<file path="src/hw/rtl/kvmr_ram.sv">
`timescale 1ns / 1ps

// Simple dual-port RAM, one write and one registered read per cycle.
module kvmr_ram #(
    parameter int DEPTH = 64,
    parameter int WIDTH = 32
) (
    input  logic                     clk,
    input  logic                     we,
    input  logic [$clog2(DEPTH)-1:0] waddr,
    input  logic [WIDTH-1:0]         wdata,
    input  logic [$clog2(DEPTH)-1:0] raddr,
    output logic [WIDTH-1:0]         rdata
);

    logic [WIDTH-1:0] mem [DEPTH];

    always_ff @(posedge clk)
    begin
        if (we)
        begin
            mem[waddr] <= wdata;
        end
    end

    always_ff @(posedge clk)
    begin
        rdata <= mem[raddr];
    end

endmodule

</file>
<file path="config.mk">
export PLATFORM = sky130hd
export DESIGN_NAME = kvmr_ram
export DESIGN_NICKNAME = d
export VERILOG_FILES = /design/src/hw/rtl/kvmr_ram.sv
export SDC_FILE = /design/constraint.sdc
export NUM_CORES = 2
export LEC_CHECK = 0
export BUFFER_PORTS_ARGS = -buffer_cell sky130_fd_sc_hd__buf_2
export CAP_MARGIN = 20
export CELL_PAD_IN_SITES_DETAIL_PLACEMENT = 1
export CELL_PAD_IN_SITES_GLOBAL_PLACEMENT = 2
export CORE_ASPECT_RATIO = 0.75
export CORE_MARGIN = 2
export CORE_UTILIZATION = 51
export DETAILED_ROUTE_END_ITERATION = 16
export PLACE_DENSITY_LB_ADDON = 0.1
export SKIP_LAST_GASP = 1
export SLEW_MARGIN = 20
export SYNTH_ARGS = -nofsm -noshare
export SYNTH_HDL_FRONTEND = slang
export SYNTH_SLANG_ARGS = --single-unit
</file>
<file path="constraint.sdc">
create_clock -name clk -period 4.7 [get_ports clk]
set_input_delay 0.47 -clock clk [delete_from_list [all_inputs] [get_ports clk]]
set_output_delay 0.47 -clock clk [all_outputs]
set_load 0.01 [all_outputs]
</file>
# == After elaboration in Yosys (flattened, before gate mapping) ==
# Memories as Yosys holds them, arrays and structs flattened. A register that Yosys moved wholly into a read port is not among the register bits.
# Index checks and enable logic that the tools add are counted.
# totals
out_inout_bits,32
mem_bits_rw,2048
memories,1
ff_bits,0
# memory_table
name,words,word_bits,rd,rd_ports_with_merged_regs,write_ports,line_no,text
mem,64,32,1,1,1,16,logic [WIDTH-1:0] mem [DEPTH];
# op_classes
muxes,2
# ops
cell,count
2-to-1 mux 1 bit,2

# == Depth between registers and ports, before layout ==
# logic_depth
ltp_word,2
depth_mapped,10

# == Least setup slack after synthesis ==
# No wires, ideal clock.
# synth_timing
kind,input-to-reg
start,input port waddr[3]
end,memory mem[48][0] (enable)
stages,4
path_slack_ns,1.070
setup_ns,0.461
arrival_time_ns,3.169
n_path_buf,1
path_cell_list,clkbuf_1 nor2b_1 nand4b_1 nor3_1
# synth_lines
item,line_no,text
from (decl),10,"input logic [$clog2(DEPTH)-1:0] waddr,"
to (decl),16,
# Straight into the memory's write port.

==> results.yml <==
run_status:
  status: "completed"
setup_path:
  critPathSlowestCell: "or2_1"
  required_ns: 5.42
  crit_path_end_kind: "flop"
  crit_path_max_incr_delay_ns: 0.75
  worst_ep_arrival_time_ns: 3.58
  critPathLaunchType: "input port"
  crit_top_cell: "nor2_1"
  critPathKind: "in2reg"
  cp_num_buf_inv: 2
  crit_path_cell_trace: "buf_6 -> or2_1 -> buf_4 -> o22ai_1 -> nor2_1 -> a21oi_1 -> nor2_1"
  path_max_fanout: 59
  worst_path_dominant_cell_family: "simple AND/OR/NAND/NOR gates"
power_and_ir_drop:
  p_leak_uw: 0.0276
  ir_drop_uv: 396
  power_per_cell_area_mw_per_mm2: 428
floorplanning:
  design.die.area_sq_mm: 0.157
  io_pins: 78
  fp.dieW_microns: 457
  die_h_microns: 344
  initial_core_util_pct: 51.4
  core-area_sq_mm: 0.153
  num_rows: 124
clock_network:
  worstSkewPairLatency_ns: 0.83
  cts.clk_slew.worst_paths_ns: 0.06
  root_buffer: "clkbuf_16"
  cts_buffers: 196
  cts.sinks: 2080
  cts_tree: "done"
  htreeDepth: 4
  post-cts-setup-buffers: 0
  post_cts_resized: 0
  clockBufferDepth: 3
  hold_buffers: 0
synthesis:
  syn_area_sq_mm: 0.0785
  synth.net_count: 3370
  syn_inst: 3324
  postSynthAreaPerCell_sq_um: 23.6
  synth_edf_count: 2048
  synth_top_cell_area_share_pct: 78.3
  synthTopCellsByCount: "edfxtp_1, mux4_2, nor2_1, mux2i_1, o22ai_1"
  synth.most_common_cell: "edfxtp_1"
  ys_types: 34
  synthTopCellsByArea: "edfxtp_1, mux4_2, mux2i_1, dfxtp_1, o22ai_1"
  synthArstFlopShare_pct: 0
  yosysWarningCount: 0
  synth_seq_cells: 2080
  synth_largest_area_cell: "edfxtp_1"
  yosysSeqAreaShare_pct: 79.1
  synthFlopType: "edfxtp_1"
sta:
  maxSlewViolCount: 0
  finalCritPeriodShare_pct: 60.8
  clock.fmax_mhz: 350
  finalCriticalPeriod_ns: 2.86
  finalHoldViolCount: 0
  fin_skew_ns: 0.0227
  finalSetupViolations: 0
  setup_tns_ns: 0
  worst_slack_ns: 1.84
  slew_headroom_pct: 28.1
  rsz0062_at_grt: "false"
  worst_slew_pin_slew_ns: 1.08
place:
  dp_hpwl_microns: 122000
  dp_slack_ns: 0.880
  io_buffers: 77
  gp_congestion: 0.797
global_route:
  grt_pass1_wl_microns: 295000
  grt_max_degree: 88
  track_usage_pct: 26.6
  grt_pass1_vias: 39013
  gr-total-overflow: 0
  antenna_found_initial: 12
route:
  drc: 0
  drt-total-wl_microns: 205000
  wl_per_cell_microns: 35.7
  detail-route-antenna-nets: 0
  drt_iter0_drc: 4333
  vias_per_cell: 6.41
  num_vias: 36923
  first_pass_iters: 5
flow_run:
  maxCapViolations: 0
layout:
  fin_nets: 3628
  syn_to_final_growth_pct: 13.1
  drive_gt1_share_pct: 30.3
hold_path:
  min_path_type: "in2reg"
==> placed cells by master, fill, tap and decap left out, types with 4 or more instances in the layout <==
cell type,Yosys,routed
nand2b_1,8,7
o22ai_1,84,84
clkinv_1,0,37
nand3_1,5,5
buf_12,0,20
buf_2,57,66
nand3b_1,5,5
nand2_1,26,26
clkbuf_16,0,201
a21oi_1,62,62
clkbuf_8,0,5
inv_6,0,8
nor2b_1,15,15
o32ai_1,4,4
edfxtp_1,2048,2048
buf_4,25,152
o221ai_1,27,27
clkinv_2,0,39
bufinv_16,0,14
and3_1,4,4
a311oi_1,8,6
mux2i_1,93,93
a41o_1,4,4
a22oi_1,12,12
diode_2,0,4
clkbuf_1,74,42
dfxtp_1,32,32
mux4_2,544,544
nor2_1,137,75
nor3_1,7,5
nor2_4,0,62
clkinvlp_4,0,6
==> power breakdown <==
part	total, uW	internal (uW)	switching, uW
clock network	15500	8670	6810
logic	1910	701	1210
registers	20600	20500	98.2
total	38000	29900	8120
==> worst reg2reg max path: stages, from the launching register on <==
cell	delay, ns
edfxtp_1	0.37
mux4_2	0.50
mux4_2	0.49
o22ai_1	0.62
nor2_1	0.24
==> logic make-up (layout without fill, tap and decap cells) <==
family,Yosys count,count (layout),synth area share [%]
AO/OA/AOI/OAI,202,202,1.67
flip-flops,2080,2080,79.1
AND/OR/NAND/NOR,223,223,1.27
buffers and inverters,182,599,1.13
multiplexers,637,637,16.8
other,0,4,0
==> cell type report <==
type                            instances  area, sq um
Clock inverter                        109          940
Antenna cell                            4         10.0
Fill cell                           12561        63900
Multi-Input combinational cell       1062        16000
Clock buffer                          248         5260
Tap cell                             2016         2520
Sequential cell                      2080        62100
Timing Repair Buffer                  242         1930
==> flip-flops by register name, indices dropped and copies added, names as in the netlist <==
| name | flops |
|---|---|
| rdata | 32 |
| mem | 2048 |
==> worst paths after layout <==
check | startpoint | endpoint | slack [ns] | cells past startpoint
worst max-delay path | raddr[3] | rdata[9] | 1.84 | 7
worst min-delay path | wdata[15] | mem[36][15] | 0.18 | 1
worst max register to register | mem[59][14] | rdata[14] | 2.30 | 4
worst min register to register | mem[59][17] | rdata[17] | 0.86 | 5
==> per-stage QoR <==
step	hold WS, ns	instance area, sq um	instances	total power, uW	util [%]
floorplan	0.569	78500	3324	22000	-
global placement	0.871	82500	5397	22900	54.0
detailed placement	0.866	82600	5400	23000	54.1
CTS	0.113	88700	5757	38300	58.1
global route	0.162	88800	5757	39000	58.1
finish	0.185	88800	5761	38000	58.2
==> layer usage <==
metal	up-vias	routed length [microns]	GRT usage (%)
met1	20437	89200	40.4
li1	14790	-	-
met2	1438	97700	41.2
met5	-	42	0
met4	6	4560	7.24
met3	252	13900	4.00
Note: power is estimated with default switching activity, not from simulation.
